===== config.mk =====
export PLATFORM = sky130hd
export DESIGN_NAME = efcd_arc
export DESIGN_NICKNAME = d
export VERILOG_FILES = /design/src/sv/efcd_pkg.sv /design/src/sv/efcd_arc.sv
export SDC_FILE = /design/constraint.sdc
export NUM_CORES = 2
export LEC_CHECK = 0
export BUFFER_PORTS_ARGS = -buffer_cell sky130_fd_sc_hd__clkbuf_2
export CAP_MARGIN = 20
export CORE_ASPECT_RATIO = 0.6
export CORE_MARGIN = 3
export CORE_UTILIZATION = 29
export DETAILED_ROUTE_END_ITERATION = 6
export SLEW_MARGIN = 20
export SYNTH_ARGS = -nofsm -noshare
export SYNTH_HDL_FRONTEND = slang
export SYNTH_SLANG_ARGS = --single-unit

===== constraint.sdc =====
create_clock -name clk_i -period 16.1 [get_ports clk_i]
set_input_delay 3.22 -clock clk_i [delete_from_list [all_inputs] [get_ports clk_i]]
set_output_delay 3.22 -clock clk_i [all_outputs]
set_load 0.1 [all_outputs]

===== src/sv/efcd_pkg.sv =====
package efcd_pkg;

  // Ring geometry and arc length limits
  localparam int InnerPts   = 16;
  localparam int OuterPts   = 20;
  localparam int RingPts    = InnerPts + OuterPts;
  localparam int RingMargin = 4;
  localparam int InnerLo    = 3;
  localparam int InnerHi    = 6;
  localparam int OuterLo    = 4;
  localparam int OuterHi    = 8;
  localparam int Lanes      = OuterHi - OuterLo + 1;

  typedef logic [31:0] stamp_t;
  typedef logic [5:0]  ring_idx_t;

  // One ring sample coming back from the surface memory
  typedef struct packed {
    logic      valid;
    ring_idx_t idx;
    stamp_t    data;
  } ring_load_t;

  typedef struct packed {
    logic start;
    logic outer;
  } arc_cmd_t;

  typedef struct packed {
    logic busy;
    logic done;
    logic pass;
  } arc_stat_t;

  // Ring offsets: inner ring first (radius 3), then outer ring (radius 4)
  localparam logic signed [3:0] RingDx [RingPts] = '{
    4'sd0, 4'sd1, 4'sd2, 4'sd3, 4'sd3, 4'sd3, 4'sd2, 4'sd1,
    4'sd0, -4'sd1, -4'sd2, -4'sd3, -4'sd3, -4'sd3, -4'sd2, -4'sd1,
    4'sd0, 4'sd1, 4'sd2, 4'sd3, 4'sd4, 4'sd4, 4'sd4, 4'sd3, 4'sd2, 4'sd1,
    4'sd0, -4'sd1, -4'sd2, -4'sd3, -4'sd4, -4'sd4, -4'sd4, -4'sd3, -4'sd2, -4'sd1
  };

  localparam logic signed [3:0] RingDy [RingPts] = '{
    4'sd3, 4'sd3, 4'sd2, 4'sd1, 4'sd0, -4'sd1, -4'sd2, -4'sd3,
    -4'sd3, -4'sd3, -4'sd2, -4'sd1, 4'sd0, 4'sd1, 4'sd2, 4'sd3,
    4'sd4, 4'sd4, 4'sd3, 4'sd2, 4'sd1, 4'sd0, -4'sd1, -4'sd2, -4'sd3, -4'sd4,
    -4'sd4, -4'sd4, -4'sd3, -4'sd2, -4'sd1, 4'sd0, 4'sd1, 4'sd2, 4'sd3, 4'sd4
  };

endpackage


===== src/sv/efcd_arc.sv =====
// Arc test: for each start position until an arc passes, sweeps the ring once, one pixel a cycle.
// Lanes track every allowed arc length in parallel.
module efcd_arc (
  input  logic                clk_i,
  input  logic                rst_ni,
  input  efcd_pkg::ring_load_t ld_i,
  input  efcd_pkg::arc_cmd_t  cmd_i,
  output efcd_pkg::arc_stat_t stat_o
);

  efcd_pkg::stamp_t inner_q [efcd_pkg::InnerPts];
  efcd_pkg::stamp_t outer_q [efcd_pkg::OuterPts];

  logic             busy_q, sel_q, done_q, pass_q;
  logic [4:0]       i_q, j_q;
  efcd_pkg::stamp_t first_q, prev_q, pmin_q, pmin_n, v;
  efcd_pkg::stamp_t lmin_q [efcd_pkg::Lanes];
  efcd_pkg::stamp_t lmin_d [efcd_pkg::Lanes];
  logic [efcd_pkg::Lanes-1:0] ok_q, ok_d, lane_en;
  logic [4:0]       n, pos;
  logic [5:0]       sum;
  logic [3:0]       lo, hi;
  logic             pass_now;

  // Ring sample at offset j from start i
  always_comb begin
    n   = sel_q ? 5'(efcd_pkg::OuterPts) : 5'(efcd_pkg::InnerPts);
    lo  = sel_q ? 4'(efcd_pkg::OuterLo) : 4'(efcd_pkg::InnerLo);
    hi  = sel_q ? 4'(efcd_pkg::OuterHi) : 4'(efcd_pkg::InnerHi);
    sum = {1'b0, i_q} + {1'b0, j_q};
    pos = (sum >= {1'b0, n}) ? 5'(sum - {1'b0, n}) : sum[4:0];
    v   = sel_q ? outer_q[pos] : inner_q[pos[3:0]];
  end

  // Prefix minimum and per-length checks
  always_comb begin
    logic [3:0] len;
    logic       ok_cur;
    pmin_n = (j_q == 5'd0) ? v : ((v < pmin_q) ? v : pmin_q);
    for (int l = 0; l < efcd_pkg::Lanes; l++) begin
      len        = lo + 4'(l);
      lane_en[l] = (len <= hi);
      ok_cur     = (j_q == 5'd0) ? 1'b1 : ok_q[l];
      if ({1'b0, j_q} < {2'b0, len}) begin
        lmin_d[l] = pmin_n;
        ok_d[l]   = ok_cur;
      end else begin
        lmin_d[l] = lmin_q[l];
        ok_d[l]   = ok_cur && (v < lmin_q[l]) &&
                    (({1'b0, j_q} != {2'b0, len}) || (prev_q >= v));
      end
    end
    // On the last step v is the pixel before the arc start
    pass_now = (first_q >= v) && |(ok_d & lane_en);
  end

  // Sample loading
  always_ff @(posedge clk_i) begin
    if (ld_i.valid) begin
      if (ld_i.idx < 6'(efcd_pkg::InnerPts)) begin
        inner_q[ld_i.idx[3:0]] <= ld_i.data;
      end else begin
        outer_q[5'(ld_i.idx - 6'(efcd_pkg::InnerPts))] <= ld_i.data;
      end
    end
  end

  // Sweep datapath
  always_ff @(posedge clk_i) begin
    if (busy_q) begin
      prev_q <= v;
      pmin_q <= pmin_n;
      ok_q   <= ok_d;
      lmin_q <= lmin_d;
      if (j_q == 5'd0) begin
        first_q <= v;
      end
    end
  end

  // Sweep control
  always_ff @(posedge clk_i or negedge rst_ni) begin
    if (!rst_ni) begin
      busy_q <= 1'b0;
      sel_q  <= 1'b0;
      done_q <= 1'b0;
      pass_q <= 1'b0;
      i_q    <= '0;
      j_q    <= '0;
    end else begin
      done_q <= 1'b0;
      if (cmd_i.start) begin
        busy_q <= 1'b1;
        sel_q  <= cmd_i.outer;
        i_q    <= '0;
        j_q    <= '0;
      end else if (busy_q) begin
        if (j_q == n - 5'd1) begin
          j_q <= '0;
          if (pass_now) begin
            busy_q <= 1'b0;
            done_q <= 1'b1;
            pass_q <= 1'b1;
          end else if (i_q == n - 5'd1) begin
            busy_q <= 1'b0;
            done_q <= 1'b1;
            pass_q <= 1'b0;
          end else begin
            i_q <= i_q + 5'd1;
          end
        end else begin
          j_q <= j_q + 5'd1;
        end
      end
    end
  end

  assign stat_o = '{busy: busy_q, done: done_q, pass: pass_q};

endmodule

==> summary.md <==
| Metric | Value |
|---|---|
| Reg area | 42800 um^2 |
| H-Tree Level Count | 3 |
| Outcome | finished clean |
| Cell Area, Synth | 60200 um^2 |
| # fillers | 19279 |
| Sequential share of the synthesized area | 71.1% |
| Area growth syn-to-layout | 13.3% |
| # rows | 128 |
| Post-CTS setup buffer count | 0 |
| Comb power frac | 19.6% |
| DRC violation total after the first TritonRoute iteration | 4018 |
| Setup crit start kind | flop |
| CP Class | reg -> reg |
| YS warnings | 0 |
| CP endpoint kind | flop |
| Height of the die | 359 um |
| Flops & latches, synth | 1427 |
| Peak supply drop | 0.0000891 V |
| Count of final hold-check violations | 0 |
| Max-Cap Viols | 0 |
| PostCTS Resize Cnt | 0 |
| Worst Skew | 0.0389 ns |
| Final Cycle Share | 60.9% |
| Root Buffer | clkbuf_16 |
| Gr usage total | 14.8% |
| Vias per cell | 5.10 |
| IO Pins | 46 |
| Share of cells above drive strength 1 | 20.6% |
| Clock Power Share | 31.2% |
| Vias | 31725 |
| Starting density of the core | 29.4% |
| Switching pwr | 0.00260 W |
| DRC violations left | 0 |
| CTS buffer count | 115 |
| Post-CTS Hold Fix Bufs | 0 |
| Hold Slack | 0.620 ns |
| Post-synth EDFFs | 1413 |
| Clock slew at reported path FFs | 0.07 ns |
| Design area | 68200 um^2 |
| GP Congestion | 0.894 |
| P_leak | 23.7 nW |
| Clk Latency, worst-skew pair | 0.76 ns |
| Synth Area per Inst | 18.5 um^2 |
| Pint | 0.00669 W |
| Sw frac | 28.0% |
| Overflow after GRT | 0 |
| Setup TNS | 0 ns |
| Most frequent cells in the layout | edfxtp_1 (1413), mux4_2 (288), ha_1 (266), inv_1 (231), clkbuf_16 (115) |
| Post-synth net total | 3563 |
| First-pass GRT wire length | 229 mm |
| Num Clock Sinks | 1427 |
| Total power | 0.00929 W |
| Die area | 213000 um^2 |
| Layout Nets | 3697 |
| Antenna violations before repair | 6 |
| HPWL after detailed placement | 97.3 mm |
| Top_reg_cell synth | edfxtp_1 |
| Final setup vio count | 0 |
| F_max | 102 MHz |
| Max-slew violations | 0 |
| Final WL | 161 mm |
| Tmin final | 9.81 ns |
| CTS tree | built |
| # port buffers | 45 |
| Hold crit path type | reg -> reg |
| Vias in the first global route | 30815 |
| Clock buffer depth | 3 |
| Post-route ant nets | 0 |
| Crit path max fanout | 31 |
| Power Density | 136 nW/um^2 |
| Core ar. | 205000 um^2 |
| Asr flop ratio synth | 0.981% |
| Area occupied by multi-input gates | 16400 um^2 |
| Max-Slew Margin vs Limit | 22.5% |
| Pin count of the biggest net entering global routing | 118 |
| Worst Path Arrival | 10.42 ns |
| Tightest Pin Transition | 1.16 ns |
| Unrepaired setup endpoints after global routing | false |
| Worst Path Required | 16.72 ns |
| Cell count after synthesis | 3252 |
| Post-place instance area | 64400 um^2 |
| Sequential share of power | 49.1% |
| Drt first pass iters | 6 |
| Die outline width | 594 um |
| Synth cell types | 79 |
| Wirelength per Cell | 25.9 um |
| Most common cell after layout, fill and taps aside | edfxtp_1 |
## routing by layer
layer  GRT usage (%)  vias up  share of wire, %
met5               0        -                 0
met4            2.72        0               1.6
met3            3.36      180                10
met2            19.9     1460                40
met1            23.9    16757                48
li1                -    13328                 -
## flip-flops by register name, indices dropped and copies added (netlist names)
| signal | count |
|---|---|
| first_q | 32 |
| sel_q | 1 |
| i_q | 5 |
| pass_q | 1 |
| outer_q | 640 |
| lmin_q | 160 |
| pmin_q | 32 |
| done_q | 1 |
| inner_q | 512 |
| prev_q | 32 |
| busy_q | 1 |
| j_q | 5 |
| ok_q | 5 |
## cell families (layout without fill, tap and decap cells)
group / count (synthesis) / in the layout / synth area share [%]
compound gates: 386 / 386 / 4.28
xor+xnor: 6 / 6 / 0.0998
fa+ha+maj: 268 / 268 / 5.58
buf+inv: 352 / 583 / 2.27
flops: 1427 / 1427 / 71.1
mux: 454 / 454 / 13.7
other cells: 0 / 5 / 0
simple gates: 359 / 359 / 3.02
## path summary, 6_finish.rpt
| kind | from | end | slack (ns) | cells past startpoint |
|---|---|---|---|---|
| max | j_q[2] | i_q[4] | 6.29 | 27 |
| min | pass_q | pass_q | 0.62 | 1 |
| max reg2reg | j_q[2] | i_q[4] | 6.29 | 27 |
| min reg2reg | pass_q | pass_q | 0.62 | 1 |
| max in group asynchronous | rst_ni | busy_q | 13.42 | 1 |
| min in group asynchronous | rst_ni | i_q[0] | 2.38 | 1 |
## stage by stage
stage | utilization, % | instances | setup slack [ns]
4_1_cts | 33.3 | 6213 | 6.50
5_1_grt | 33.3 | 6215 | 5.97
3_3_place_gp | 31.5 | 5999 | 6.36
3_5_place_dp | 31.5 | 5999 | 6.54
2_1_floorplan | - | 3252 | 8.91
6_report | 33.3 | 6218 | 6.29
## synth_stat cells (3+ instances only)
library cell / instances / area share (%)
nor2_1: 111 / 0.69
a211o_1: 4 / 0.058
mux2i_1: 94 / 1.6
inv_1: 232 / 1.4
nor3_1: 13 / 0.11
nand2_1: 74 / 0.46
mux2_1: 5 / 0.094
nor2b_1: 24 / 0.25
nand3_1: 22 / 0.18
buf_1: 14 / 0.087
clkbuf_1: 81 / 0.51
o211ai_1: 37 / 0.46
nor4b_1: 4 / 0.058
nand2b_1: 13 / 0.14
edfxtp_1: 1413 / 70
and3_1: 5 / 0.052
nor3b_1: 5 / 0.062
o21a_1: 3 / 0.037
mux4_2: 288 / 11
a21oi_1: 98 / 0.81
nand3b_1: 4 / 0.050
o21ai_0: 78 / 0.65
mux2_2: 65 / 1.2
o21bai_1: 5 / 0.062
a211oi_2: 3 / 0.062
nand4_1: 50 / 0.52
a21o_1: 74 / 0.92
nor4_1: 7 / 0.073
a211oi_1: 47 / 0.59
dfrtp_1: 14 / 0.58
and2_1: 4 / 0.042
buf_2: 21 / 0.17
a22o_1: 4 / 0.058
a31oi_1: 4 / 0.042
ha_1: 267 / 5.5
or3_1: 8 / 0.083
xnor2_1: 3 / 0.044
buf_4: 3 / 0.037
## worst max-delay path, stage by stage, from the launching register on
cell and delay [ns]:
dfrtp_1 0.68, ha_1 0.39, or2_1 0.24, nand2_1 0.11, xor2_2 0.21, ha_1 0.35
nor2_1 0.09, a211oi_2 0.25, a21boi_1 0.12, a211oi_1 0.30, o22a_4 0.22, buf_4 0.51
buf_4 0.63, mux2_2 0.41, o211ai_1 0.43, o21ai_0 0.37, buf_4 0.30, ha_1 0.32
nand4_1 0.11, nor3_1 0.35, nand2_1 0.18, or3_1 0.53, a2111oi_1 0.96, a311oi_2 0.26
nor4_4 0.33, a21oi_4 0.18, nor4b_2 0.34, mux2_1 0.34
## cell type report
type                            instances  share of cell area (%)
Antenna cell                            5                  0.0183
Clock inverter                         74                    1.19
Tap cell                             2730                    5.01
Multi-Input combinational cell       1473                    24.0
Sequential cell                      1427                    62.7
Inverter                              232                    1.28
Timing Repair Buffer                  137                    1.42
Clock buffer                          140                    4.36
## power groups by stage
stage | clock, W | combinational (W) | sequential [W]
3_5_place_dp | 0 | 0.00179 | 0.00464
6_report | 0.00290 | 0.00183 | 0.00456
4_1_cts | 0.00296 | 0.00180 | 0.00456
5_1_grt | 0.00311 | 0.00201 | 0.00459
3_3_place_gp | 0 | 0.00178 | 0.00464
2_1_floorplan | 0 | 0.00114 | 0.00461
Power figures use the tool's default switching activity.
